`config.mk`:
```
export PLATFORM = sky130hd
export DESIGN_NAME = byte_ring_fifo_with_peek
export DESIGN_NICKNAME = d
export VERILOG_FILES = /design/src/hw/rtl/brfq_pkg.sv /design/src/hw/rtl/brfq_ram.sv /design/src/hw/rtl/byte_ring_fifo_with_peek.sv
export SDC_FILE = /design/constraint.sdc
export NUM_CORES = 2
export LEC_CHECK = 0
export BUFFER_PORTS_ARGS = -buffer_cell sky130_fd_sc_hd__buf_2
export CORE_UTILIZATION = 35
export CTS_CLUSTER_SIZE = 40
export DETAILED_ROUTE_END_ITERATION = 16
export SYNTH_ARGS = -nofsm -noshare
export SYNTH_HDL_FRONTEND = slang
export SYNTH_SLANG_ARGS = --single-unit
```
`constraint.sdc`:
```
create_clock -name clk_i -period 7.15 [get_ports clk_i]
set_clock_uncertainty 0.15 [all_clocks]
set_input_delay 1.43 -clock clk_i [delete_from_list [all_inputs] [get_ports clk_i]]
set_output_delay 1.43 -clock clk_i [all_outputs]
set_load 0.05 [all_outputs]
```
`src/hw/rtl/brfq_pkg.sv`:
```
package brfq_pkg;

  localparam int unsigned DEPTH_DEF = 256;
  localparam int unsigned MAX_BURST = 64;
  localparam int unsigned BYTE_W    = 8;
  localparam int unsigned CNT_W     = 9;
  localparam int unsigned IDX_W     = 8;
  localparam int unsigned BURST_W   = $clog2(MAX_BURST + 1);
  localparam int unsigned S_DATA_W  = 32;
  localparam int unsigned S_USER_W  = 3;
  localparam int unsigned M_DATA_W  = 24;
  localparam int unsigned M_USER_W  = 4;

  typedef enum logic [1:0] {
    OP_PUSH  = 2'd0,
    OP_POP   = 2'd1,
    OP_PEEK  = 2'd2,
    OP_CLEAR = 2'd3
  } op_e;

  typedef enum logic [2:0] {
    ST_OK      = 3'd0,
    ST_EMPTY   = 3'd1,
    ST_FULL    = 3'd2,
    ST_OVW     = 3'd3,
    ST_OVR     = 3'd4,
    ST_INVALID = 3'd5
  } status_e;

endpackage

```
`src/hw/rtl/brfq_ram.sv`:
```
module brfq_ram #(
  parameter int unsigned WIDTH = brfq_pkg::BYTE_W,
  parameter int unsigned DEPTH = brfq_pkg::DEPTH_DEF
) (
  input  logic                     clk_i,
  input  logic                     we_i,
  input  logic [$clog2(DEPTH)-1:0] waddr_i,
  input  logic [WIDTH-1:0]         wdata_i,
  input  logic                     re_i,
  input  logic [$clog2(DEPTH)-1:0] raddr_i,
  output logic [WIDTH-1:0]         rdata_o
);

  logic [WIDTH-1:0] mem_q [DEPTH];
  logic [WIDTH-1:0] rdata_q;

  always_ff @(posedge clk_i) begin
    if (we_i) begin
      mem_q[waddr_i] <= wdata_i;
    end
    if (re_i) begin
      rdata_q <= mem_q[raddr_i];
    end
  end

  assign rdata_o = rdata_q;

endmodule

```
`src/hw/rtl/byte_ring_fifo_with_peek.sv`:
```
// Byte ring queue with peek.
// Input stream (s_axis): one transfer per command (push byte, pop, peek, clear).
// Output stream (m_axis): one result transfer per push, clear or rejected
// command; n transfers for a valid pop or peek of n bytes, tlast on the final.
// cfg_we_i/cfg_wdata_i write the capacity (clamped to 1..min(DEPTH, 511)) and empty the
// queue; write only while the block is idle.
// Timing: push, clear and rejected results enter the output register at the
// accepting edge. A pop or peek of n bytes reads each stored byte once via
// the memory's single read port (peek bytes past the fill level go out as
// zero unread) through the read register, then the output register, one
// byte per cycle unless the receiver stalls; no command is taken meanwhile.
// Reset: capacity min(256, DEPTH), queue empty, no push request open; the
// byte memory is not cleared.
// A stalled receiver holds the output register; a burst waits with at most
// one byte parked in the memory read register, and no new command is taken
// until the output register is free.
module byte_ring_fifo_with_peek #(
  parameter int unsigned DEPTH = brfq_pkg::DEPTH_DEF
) (
  input  logic                          clk_i,
  input  logic                          rst_ni,
  input  logic                          cfg_we_i,
  input  logic [brfq_pkg::CNT_W-1:0]    cfg_wdata_i,
  input  logic                          s_axis_tvalid,
  output logic                          s_axis_tready,
  // data_in[7:0], request_len[16:8], peek_index[24:17], zero pad
  input  logic [brfq_pkg::S_DATA_W-1:0] s_axis_tdata,
  // operation[1:0], first_of_request[2]
  input  logic [brfq_pkg::S_USER_W-1:0] s_axis_tuser,
  output logic                          m_axis_tvalid,
  input  logic                          m_axis_tready,
  // data_out[7:0], fill_level[16:8], zero pad
  output logic [brfq_pkg::M_DATA_W-1:0] m_axis_tdata,
  // data_valid[0], status[3:1]
  output logic [brfq_pkg::M_USER_W-1:0] m_axis_tuser,
  output logic                          m_axis_tlast
);

  localparam int unsigned AW = $clog2(DEPTH);
  localparam int unsigned CW = brfq_pkg::CNT_W;
  localparam int unsigned BW = brfq_pkg::BURST_W;
  localparam logic [CW-1:0] CAP_RST = CW'(DEPTH < 256 ? DEPTH : 256);
  localparam logic [CW-1:0] CAP_MAX = CW'(DEPTH < 511 ? DEPTH : 511);
  localparam logic [CW-1:0] BURST_MAX = CW'(brfq_pkg::MAX_BURST);

  typedef enum logic {
    S_IDLE,
    S_BURST
  } state_e;

  function automatic logic [CW-1:0] wrap(input logic [CW:0] s, input logic [CW-1:0] c);
    logic [CW:0] r;
    r = (s >= {1'b0, c}) ? (s - {1'b0, c}) : s;
    return r[CW-1:0];
  endfunction

  state_e state_q, state_d;
  logic [CW-1:0] cap_q, cap_d;
  logic [CW-1:0] rp_q, rp_d;
  logic [CW-1:0] wp_q, wp_d;
  logic [CW-1:0] fc_q, fc_d;
  logic [CW-1:0] left_q, left_d;
  logic          drop_q, drop_d;
  logic [CW-1:0] addr_q, addr_d;
  logic [CW-1:0] off_q, off_d;
  logic [BW-1:0] bleft_q, bleft_d;
  logic          bpop_q, bpop_d;
  brfq_pkg::status_e bst_q, bst_d;
  logic          pend_q, pend_d;
  logic          phold_q, phold_d;
  logic          plast_q, plast_d;
  logic          ov_q, ov_d;
  logic [brfq_pkg::BYTE_W-1:0] od_q, od_d;
  logic          odv_q, odv_d;
  logic          olast_q, olast_d;
  brfq_pkg::status_e ost_q, ost_d;
  logic [CW-1:0] ofill_q, ofill_d;

  brfq_pkg::op_e op;
  logic          first;
  logic [brfq_pkg::BYTE_W-1:0] din;
  logic [CW-1:0] len;
  logic [brfq_pkg::IDX_W-1:0] pidx;
  logic          accept, mv, iss, held, store, full;
  logic [CW-1:0] free;
  logic          ram_we, ram_re;
  logic [brfq_pkg::BYTE_W-1:0] ram_rdata;

  assign op     = brfq_pkg::op_e'(s_axis_tuser[1:0]);
  assign first  = s_axis_tuser[2];
  assign din    = s_axis_tdata[7:0];
  assign len    = s_axis_tdata[16:8];
  assign pidx   = s_axis_tdata[24:17];

  assign s_axis_tready = (state_q == S_IDLE) && (!ov_q || m_axis_tready);
  assign accept = s_axis_tvalid && s_axis_tready;
  assign full   = fc_q >= cap_q;
  assign free   = cap_q - fc_q;
  assign mv     = pend_q && (!ov_q || m_axis_tready);
  assign iss    = (state_q == S_BURST) && (bleft_q != '0) && (!pend_q || mv);
  assign held   = bpop_q || (off_q < fc_q);
  assign ram_re = iss && held;

  always_comb begin
    state_d = state_q;
    cap_d   = cap_q;
    rp_d    = rp_q;
    wp_d    = wp_q;
    fc_d    = fc_q;
    left_d  = left_q;
    drop_d  = drop_q;
    addr_d  = addr_q;
    off_d   = off_q;
    bleft_d = bleft_q;
    bpop_d  = bpop_q;
    bst_d   = bst_q;
    pend_d  = pend_q;
    phold_d = phold_q;
    plast_d = plast_q;
    ov_d    = ov_q && !m_axis_tready;
    od_d    = od_q;
    odv_d   = odv_q;
    olast_d = olast_q;
    ost_d   = ost_q;
    ofill_d = ofill_q;
    store   = 1'b0;
    ram_we  = 1'b0;

    if (accept) begin
      ov_d    = 1'b1;
      od_d    = '0;
      odv_d   = 1'b0;
      olast_d = 1'b1;
      ost_d   = brfq_pkg::ST_OK;
      ofill_d = fc_q;
      unique case (op)
        brfq_pkg::OP_PUSH: begin
          if (first) begin
            left_d = '0;
            drop_d = 1'b0;
            if (len == '0) begin
              ost_d = brfq_pkg::ST_INVALID;
            end else if (full) begin
              drop_d = 1'b1;
              left_d = len - 1'b1;
              ost_d  = brfq_pkg::ST_FULL;
            end else if (len > free) begin
              drop_d = 1'b1;
              left_d = len - 1'b1;
              ost_d  = brfq_pkg::ST_OVW;
            end else begin
              left_d = len - 1'b1;
              store  = 1'b1;
            end
          end else if (left_q == '0) begin
            ost_d = brfq_pkg::ST_INVALID;
          end else begin
            left_d = left_q - 1'b1;
            if (drop_q) begin
              if (left_q == CW'(1)) begin
                drop_d = 1'b0;
              end
              ost_d = full ? brfq_pkg::ST_FULL : brfq_pkg::ST_OVW;
            end else if (full) begin
              ost_d = brfq_pkg::ST_FULL;
            end else begin
              store = 1'b1;
            end
          end
          if (store) begin
            ram_we  = 1'b1;
            wp_d    = wrap({1'b0, wp_q} + 1'b1, cap_q);
            fc_d    = fc_q + 1'b1;
            ost_d   = (fc_d >= cap_q) ? brfq_pkg::ST_FULL : brfq_pkg::ST_OK;
          end
          ofill_d = fc_d;
        end
        brfq_pkg::OP_CLEAR: begin
          rp_d    = '0;
          wp_d    = '0;
          fc_d    = '0;
          left_d  = '0;
          drop_d  = 1'b0;
          ofill_d = '0;
        end
        default: begin
          if (len == '0 || len > BURST_MAX) begin
            ost_d = brfq_pkg::ST_INVALID;
          end else if (op == brfq_pkg::OP_POP) begin
            if (fc_q == '0) begin
              ost_d = brfq_pkg::ST_EMPTY;
            end else if (len > fc_q) begin
              ost_d = brfq_pkg::ST_OVR;
            end else begin
              ov_d    = ov_q && !m_axis_tready;
              state_d = S_BURST;
              addr_d  = rp_q;
              rp_d    = wrap({1'b0, rp_q} + {1'b0, len}, cap_q);
              fc_d    = fc_q - len;
              bst_d   = (fc_q == len) ? brfq_pkg::ST_EMPTY : brfq_pkg::ST_OK;
              bleft_d = len[BW-1:0];
              bpop_d  = 1'b1;
            end
          end else if ({1'b0, pidx} >= cap_q) begin
            ost_d = brfq_pkg::ST_INVALID;
          end else begin
            ov_d    = ov_q && !m_axis_tready;
            state_d = S_BURST;
            addr_d  = wrap({1'b0, rp_q} + {2'b0, pidx}, cap_q);
            off_d   = {1'b0, pidx};
            bst_d   = brfq_pkg::ST_OK;
            bleft_d = len[BW-1:0];
            bpop_d  = 1'b0;
          end
        end
      endcase
    end

    if (iss) begin
      pend_d  = 1'b1;
      phold_d = held;
      plast_d = (bleft_q == BW'(1));
      bleft_d = bleft_q - 1'b1;
      addr_d  = wrap({1'b0, addr_q} + 1'b1, cap_q);
      off_d   = off_q + 1'b1;
    end else if (mv) begin
      pend_d = 1'b0;
    end

    if (mv) begin
      ov_d    = 1'b1;
      od_d    = phold_q ? ram_rdata : '0;
      odv_d   = 1'b1;
      olast_d = plast_q;
      ost_d   = bst_q;
      ofill_d = fc_q;
      if (plast_q) begin
        state_d = S_IDLE;
      end
    end

    if (cfg_we_i) begin
      if (cfg_wdata_i == '0) begin
        cap_d = CW'(1);
      end else if (cfg_wdata_i > CAP_MAX) begin
        cap_d = CAP_MAX;
      end else begin
        cap_d = cfg_wdata_i;
      end
      rp_d   = '0;
      wp_d   = '0;
      fc_d   = '0;
      left_d = '0;
      drop_d = 1'b0;
    end
  end

  always_ff @(posedge clk_i or negedge rst_ni) begin
    if (!rst_ni) begin
      state_q <= S_IDLE;
      cap_q   <= CAP_RST;
      rp_q    <= '0;
      wp_q    <= '0;
      fc_q    <= '0;
      left_q  <= '0;
      drop_q  <= 1'b0;
      addr_q  <= '0;
      off_q   <= '0;
      bleft_q <= '0;
      bpop_q  <= 1'b0;
      bst_q   <= brfq_pkg::ST_OK;
      pend_q  <= 1'b0;
      phold_q <= 1'b0;
      plast_q <= 1'b0;
      ov_q    <= 1'b0;
      od_q    <= '0;
      odv_q   <= 1'b0;
      olast_q <= 1'b0;
      ost_q   <= brfq_pkg::ST_OK;
      ofill_q <= '0;
    end else begin
      state_q <= state_d;
      cap_q   <= cap_d;
      rp_q    <= rp_d;
      wp_q    <= wp_d;
      fc_q    <= fc_d;
      left_q  <= left_d;
      drop_q  <= drop_d;
      addr_q  <= addr_d;
      off_q   <= off_d;
      bleft_q <= bleft_d;
      bpop_q  <= bpop_d;
      bst_q   <= bst_d;
      pend_q  <= pend_d;
      phold_q <= phold_d;
      plast_q <= plast_d;
      ov_q    <= ov_d;
      od_q    <= od_d;
      odv_q   <= odv_d;
      olast_q <= olast_d;
      ost_q   <= ost_d;
      ofill_q <= ofill_d;
    end
  end

  brfq_ram #(
    .WIDTH(brfq_pkg::BYTE_W),
    .DEPTH(DEPTH)
  ) u_ram (
    .clk_i  (clk_i),
    .we_i   (ram_we),
    .waddr_i(AW'(wp_q)),
    .wdata_i(din),
    .re_i   (ram_re),
    .raddr_i(AW'(addr_q)),
    .rdata_o(ram_rdata)
  );

  assign m_axis_tvalid = ov_q;
  assign m_axis_tdata  = {7'b0, ofill_q, od_q};
  assign m_axis_tuser  = {ost_q, odv_q};
  assign m_axis_tlast  = olast_q;

endmodule

```
# Yosys cells after proc, flatten, opt, wreduce, memory -nomap -nowiden
# Memories as Yosys holds them, arrays and structs flattened. A register that Yosys moved wholly into a read port is not among the register bits.
# Index checks and enable logic that the tools add are counted.
# totals
ff_bits,102
latchBits,0
ram_bits,2048
rom_bits,0
inputBits,49
out_inout_bits,31
word_cells,244
mem_count,1
# op_classes
addsub,15
mul,0
n_div,0
order_cmp,12
n_eq_ne,24
n_shift,0
mux,133
n_bitwise,3
n_reduce_logical,35
# memory_table
memory,depth,width,rd,rd_ports_with_merged_regs,write_ports,line_no,source
u_ram.mem_q,256,8,1,1,1,brfq_ram.sv:14,logic [WIDTH-1:0] mem_q [DEPTH];
# op_table
cell,count
two-way mux 9 bit,43
case mux 9 bit (2 select lines),5
two-way mux 7 bit,8
subtractor 9 bit,6
two-way mux 1 bit,52
two-way mux 3 bit,15
greater-or-equal comparator 10 x 9 -> 1 bit,4
logical NOT 9 bit,4
two-way mux 8 bit,3
adder 9 x 1 -> 10 bit (second input constant),2
adder 9 x 1 -> 9 bit (second input constant),2
greater-or-equal comparator 9 bit,2
> comparator 9 bit,2
AND reduction 6 bit,3
subtractor 9 x 1 -> 9 bit (second input constant),2
inequality test 2 bit (second input constant),7
inequality test 3 x 2 -> 1 bit (second input constant),4
inequality test 4 x 2 -> 1 bit (second input constant),3
adder 9 x 8 -> 10 bit,1
adder 9 x 9 -> 10 bit,1
two-way mux 2 bit,5
AND reduction 5 bit,2
== test 9 x 1 -> 1 bit (second input constant),1
== test 9 bit,1
other kinds (24),44

# Longest topological paths before layout
# logic_depth
depth_word,13
depth_mapped,20
ltp_nobuf,18

# By module
# Synthesis repeated with hierarchy kept, for this count alone.
# hier_totals
hier_cells,4930
area_unflattened_um2,89684.8
# modules_own_cells
mod,instances,cells_each,area_per_inst_um2,seq_area_each_um2
brfq_ram,1,3733,79636.4,61739.2
byte_ring_fifo_with_peek,1,1197,10048.4,2503.7

# Worst setup path before layout
# OpenSTA, ideal clock, no wires.
# synth_timing
path_type,register to register
from,register cap_q[1]
to,"memory u_ram.mem_q[11][0] (netlist name), enable pin"
setup_ns,0.370
t_arrival_ns,4.292
required_ns,6.630
setup_slack_ns,2.338
stages_incl_launch_ff,20
n_path_buf,2
synth_period_minus_slack_ns,4.812
cell_sequence,dfrtp_1 > inv_1 > fa_1 > nor2b_1 > o21ai_0 > nand2b_1 > a21o_1 > a21oi_1 > xor2_1 > ha_1 > nand4_1 > nor3_1 > a2111oi_4 > a21oi_2 > or3_1 > buf_2 > nor4_4 > nand2_4 > buf_6 > nor2_1
# synth_between
elab_chain_cells,13
word_cells_on_any_way,17
classes_between,1 x add/sub; 2 x order compare; 14 x mux
# synth_rtl
element,line_no,source
from (decl),byte_ring_fifo_with_peek.sv:58,"logic [CW-1:0] cap_q, cap_d;"
from (signal assigned),byte_ring_fifo_with_peek.sv:283,cap_q <= cap_d;
subtractor 9 bit,byte_ring_fifo_with_peek.sv:98,assign free = cap_q - fc_q;
> comparator 9 bit,byte_ring_fifo_with_peek.sv:147,end else if (len > free) begin
two-way mux 1 bit,byte_ring_fifo_with_peek.sv:147,
two-way mux 1 bit,byte_ring_fifo_with_peek.sv:143,end else if (full) begin
two-way mux 1 bit,byte_ring_fifo_with_peek.sv:141,if (len == '0) begin
two-way mux 1 bit (*),byte_ring_fifo_with_peek.sv:138,if (first) begin
two-way mux 1 bit (*),byte_ring_fifo_with_peek.sv:136,unique case (op)
two-way mux 1 bit (*),byte_ring_fifo_with_peek.sv:129,if (accept) begin
two-way mux 1 bit (*),byte_ring_fifo_with_peek.sv:170,if (store) begin
two-way mux 1 bit (*),byte_ring_fifo_with_peek.sv:136,
two-way mux 1 bit (*),byte_ring_fifo_with_peek.sv:129,
two-way mux 1 bit (*),brfq_ram.sv:18,if (we_i) begin
two-way mux 1 bit (implied by the code) (*),brfq_ram.sv:19,mem_q[waddr_i] <= wdata_i;
to (decl),brfq_ram.sv:14,
# Every way passes the cells marked *; elsewhere a longest branch is shown, timed or not. The select of a mux whose other input is x is not followed.

# Final worst setup path
# layout_timing
from,register fc_q[2]
to,"memory u_ram.mem_q[225][7] (netlist name), enable pin"
# layout_between
elab_chain_cells,13
word_cells_on_any_way,17
classes_between,1 x add/sub; 2 x order compare; 14 x mux
# layout_rtl
element,line_no,source
from (decl),byte_ring_fifo_with_peek.sv:61,"logic [CW-1:0] fc_q, fc_d;"
from (signal assigned),byte_ring_fifo_with_peek.sv:264,fc_q <= '0;
from (signal assigned),byte_ring_fifo_with_peek.sv:286,fc_q <= fc_d;
subtractor 9 bit,byte_ring_fifo_with_peek.sv:98,
> comparator 9 bit,byte_ring_fifo_with_peek.sv:147,
two-way mux 1 bit,byte_ring_fifo_with_peek.sv:147,
two-way mux 1 bit,byte_ring_fifo_with_peek.sv:143,
two-way mux 1 bit,byte_ring_fifo_with_peek.sv:141,
two-way mux 1 bit (*),byte_ring_fifo_with_peek.sv:138,
two-way mux 1 bit (*),byte_ring_fifo_with_peek.sv:136,
two-way mux 1 bit (*),byte_ring_fifo_with_peek.sv:129,
two-way mux 1 bit (*),byte_ring_fifo_with_peek.sv:170,
two-way mux 1 bit (*),byte_ring_fifo_with_peek.sv:136,
two-way mux 1 bit (*),byte_ring_fifo_with_peek.sv:129,
two-way mux 1 bit (*),brfq_ram.sv:18,
two-way mux 1 bit (implied by the code) (*),brfq_ram.sv:19,
# Marks and branches as above.

==> flow_metrics.env <==
export IMPL_outcome="completed"
export IMPL_grt_use_met1=0.269
export IMPL_port_buffers=65
export IMPL_preCtsSetupSlack_ps=1120
export IMPL_path_clk_slew_ps=60
export IMPL_avgSynthCellArea_um2=17.3
export IMPL_finalHoldViolCount=0
export IMPL_cts_tree="built"
export IMPL_dpl_cell_area_um2=95800
export IMPL_sequentialPowerShare=0.386
export IMPL_wl_per_cell_um=27.7
export IMPL_p_sw_frac=0.337
export IMPL_die_w_um=511
export IMPL_setup_violations=0
export IMPL_cp_arrival_ps=6480
export IMPL_crit_slowest_cell="nor2_1"
export IMPL_synth_top_area_frac=0.681
export IMPL_synth_cells=5244
export IMPL_vias=51313
export IMPL_die_h_um=511
export IMPL_finalInstanceArea_um2=103000
export IMPL_crit_fanout=16
export IMPL_place_gp_congestion=0.904
export IMPL_synth_seq_cells=2156
export IMPL_crit_top_cell="nor2_1"
export IMPL_wl_mm=252
export IMPL_fin_crit_ps=6130
export IMPL_synth_edff_count=2056
export IMPL_insertion_delay_ps=910
export IMPL_overflow=0
export IMPL_top_usage_layer="met2"
export IMPL_synth_top_area_cell="edfxtp_1"
export IMPL_cts_inserted_buffers=216
export IMPL_intPower_w=0.0248
export IMPL_grt_pass1_wl_mm=363
export IMPL_ys_top_cells_by_count="2,056 x edfxtp_1, 431 x nor2_1, 389 x mux2i_1"
export IMPL_clkSinkCount=2156
export IMPL_grt_pass1_vias=50272
export IMPL_cts_setup_buffers=0
export IMPL_io_pins=80
export IMPL_whs_ps=315
export IMPL_track_usage=0.190
export IMPL_slew_violations=0
export IMPL_finalNetCount=5710
export IMPL_p_comb_frac=0.305
export IMPL_cpPeakStageDelay_ps=830
export IMPL_tns_ps=0
export IMPL_dieArea_um2=261000
export IMPL_fmax_mhz=163
export IMPL_root_buffer="clkbuf_16"
export IMPL_synth_area_um2=90600
export IMPL_hold_class="flip-flop to flip-flop"
export IMPL_drc_errors=0
export IMPL_maxCapViolCount=0
export IMPL_coreArea_um2=257000
export IMPL_slew_headroom=0.0821
export IMPL_cp_start_kind="flip-flop"
export IMPL_grtUsageMet2=0.293
export IMPL_setup_ws_ps=1020
export IMPL_antenna_left=0
export IMPL_use_met3=0.0368
export IMPL_yosysWarnings=0
export IMPL_final_layout_size_suffix_gt1_frac=0.189
export IMPL_rows=186
export IMPL_path_cells="inv_1 > ha_1 > nor2b_1 > o21ai_0 > nand2b_1 > a21o_1 > a21oi_1 > xor2_1 > ha_1 > a211oi_1 > nor2_1 > a2111oi_4 > a21oi_2 > or3_1 > nor2_1 > nand2_1 > nor2_1"
export IMPL_seq_area_um2=64300
export IMPL_clkPwrFrac=0.309
export IMPL_multi_input_area_um2=24100
export IMPL_fill_cells=22854
export IMPL_cts_resized=0
export IMPL_grt_max_degree=205
export IMPL_clock_path_buffers=3
export IMPL_viasPerCell=5.63
export IMPL_ys_seq_area_frac=0.709
export IMPL_postLayoutCoreUtil=0.401
export IMPL_drtPass1Iterations=6
export IMPL_synthArstFlopShare=0.0464
export IMPL_rsz0062_at_grt="no"
export IMPL_cp_required_ps=7510
export IMPL_area_growth_pct=13.8
export IMPL_htree_levels=4
export IMPL_p_sw_w=0.0126
export IMPL_hpwl_mm=155
export IMPL_initial_core_util=0.352
export IMPL_drt_initial_drc_count=6590
export IMPL_ctsHoldBuffers=0
export IMPL_antenna_found_initial=18
export IMPL_synthTopCellsByArea="edfxtp_1 68%, mux4_2 8.2%, mux2i_1 4.3%, dfrtp_1 2.7%, nor2_1 1.8%"
export IMPL_fin_crit_sh=0.857
export IMPL_yosysMostFrequentCell="edfxtp_1"
export IMPL_cp_end_kind="flip-flop"
export IMPL_ys_flop_type="edfxtp_1"
export IMPL_vdd_drop_max_v=0.000330
export IMPL_crit_type="flip-flop to flip-flop"
export IMPL_powerDensity_nw_per_um2=363
export IMPL_synth_cell_types=98
export IMPL_p_leak_nw=33.8
export IMPL_tightest_slew_ps=1340
==> power groups by stage <==
stage	combinational [W]	sequential [W]	clock [W]
floorplan	0.00765	0.0146	0
finish	0.0114	0.0145	0.0116
global route	0.0119	0.0145	0.0121
CTS	0.0113	0.0145	0.0117
global placement	0.0113	0.0147	0
detailed placement	0.0113	0.0147	0
==> sequential cells by signal, summed over array words and instances, names as in the netlist, 3 cells and up <==
register       cells
fc_q               9
off_q              9
wp_q               9
ost_q              3
od_q               8
bleft_q            7
u_ram.rdata_o      8
addr_q             9
left_q             9
ofill_q            9
rp_q               9
cap_q              9
u_ram.mem_q     2048
==> area by class of cell <==
class | instances | area share
multi-input combinational | 2720 | 0.234
clock inverter | 150 | 0.0166
antenna | 7 | 0.000170
tap | 3384 | 0.0410
inverter | 72 | 0.00269
sequential | 2156 | 0.623
clock buffer | 255 | 0.0540
timing repair buffer | 366 | 0.0283
==> logic make-up (layout without fill, tap and decap cells) <==
kind of cell    Yosys count  count (layout)  share of synthesized area
fa+ha+maj               129             129                     0.0185
mux                     740             740                      0.130
other cells               1              14                  0.0000414
simple gates            974             974                     0.0488
buf+inv                 374             843                     0.0258
xor+xnor                 78              78                    0.00754
compound gates          792             792                     0.0604
flops                  2156            2156                      0.709
==> cell usage in the layout (no fill, tap or decap), drive strengths merged, types with 9 or more instances in the layout <==
| cell | synthesis | layout |
|---|---|---|
| dfrtp | 99 | 99 |
| nand2 | 209 | 209 |
| mux4 | 345 | 345 |
| ha | 121 | 121 |
| a21oi | 147 | 147 |
| a2111oi | 9 | 9 |
| a221o | 9 | 9 |
| nand3 | 50 | 50 |
| nor2 | 435 | 435 |
| clkbuf | 118 | 263 |
| edfxtp | 2056 | 2056 |
| clkinv | 1 | 113 |
| buf | 184 | 358 |
| nand2b | 19 | 19 |
| xor2 | 24 | 24 |
| or4 | 9 | 9 |
| nor4 | 34 | 34 |
| and3 | 13 | 13 |
| a211oi | 26 | 26 |
| or3 | 13 | 13 |
| a22o | 18 | 18 |
| bufinv | 0 | 27 |
| a31oi | 20 | 20 |
| a221oi | 9 | 9 |
| xnor2 | 54 | 54 |
| o21ai | 131 | 131 |
| nor2b | 28 | 28 |
| nor3 | 99 | 99 |
| o22ai | 122 | 122 |
| and2 | 11 | 11 |
| o31ai | 17 | 17 |
| mux2i | 389 | 389 |
| a21o | 20 | 20 |
| nand4 | 33 | 33 |
| inv | 71 | 75 |
| o41ai | 10 | 10 |
| o2bb2ai | 14 | 14 |
| a22oi | 25 | 25 |
| o221ai | 125 | 125 |
| o211ai | 16 | 16 |
==> metal layers <==
layer | share of wire | vias to the layer above
li1 | - | 21810
met1 | 0.42 | 26667
met2 | 0.46 | 2430
met3 | 0.087 | 400
met4 | 0.030 | 6
met5 | 0.00016 | -
==> worst max-delay path, delay by kind of cell (launching register included) <==
family                     cells  cell delay [ps]
DFF                            1              500
and+or+nand+nor                7             2810
buffers and inverters          1              200
xor gates and xnor gates       1              190
adders and majority gates      2              650
AOI/OAI and AO/OA              6             1250
==> through the flow <==
step | std cells | power [W]
2_1_floorplan | 5250 | 0.0223
3_3_place_gp | 8698 | 0.0260
3_5_place_dp | 8698 | 0.0260
4_1_cts | 9103 | 0.0375
5_1_grt | 9103 | 0.0386
6_report | 9110 | 0.0374
==> worst paths after layout <==
check                                  from                   to  slack, ps  cells past startpoint
max                                 fc_q[2]  u_ram.mem_q[225][7]       1020                     17
min                        u_ram.rdata_o[6]              od_q[6]        310                      1
max in group asynchronous            rst_ni            addr_q[1]       5140                      2
max reg2reg                         fc_q[2]  u_ram.mem_q[225][7]       1020                     17
min in group asynchronous            rst_ni             off_q[3]        460                      1
min reg2reg                u_ram.rdata_o[6]              od_q[6]        310                      1
(Power assumes the default switching activity.)
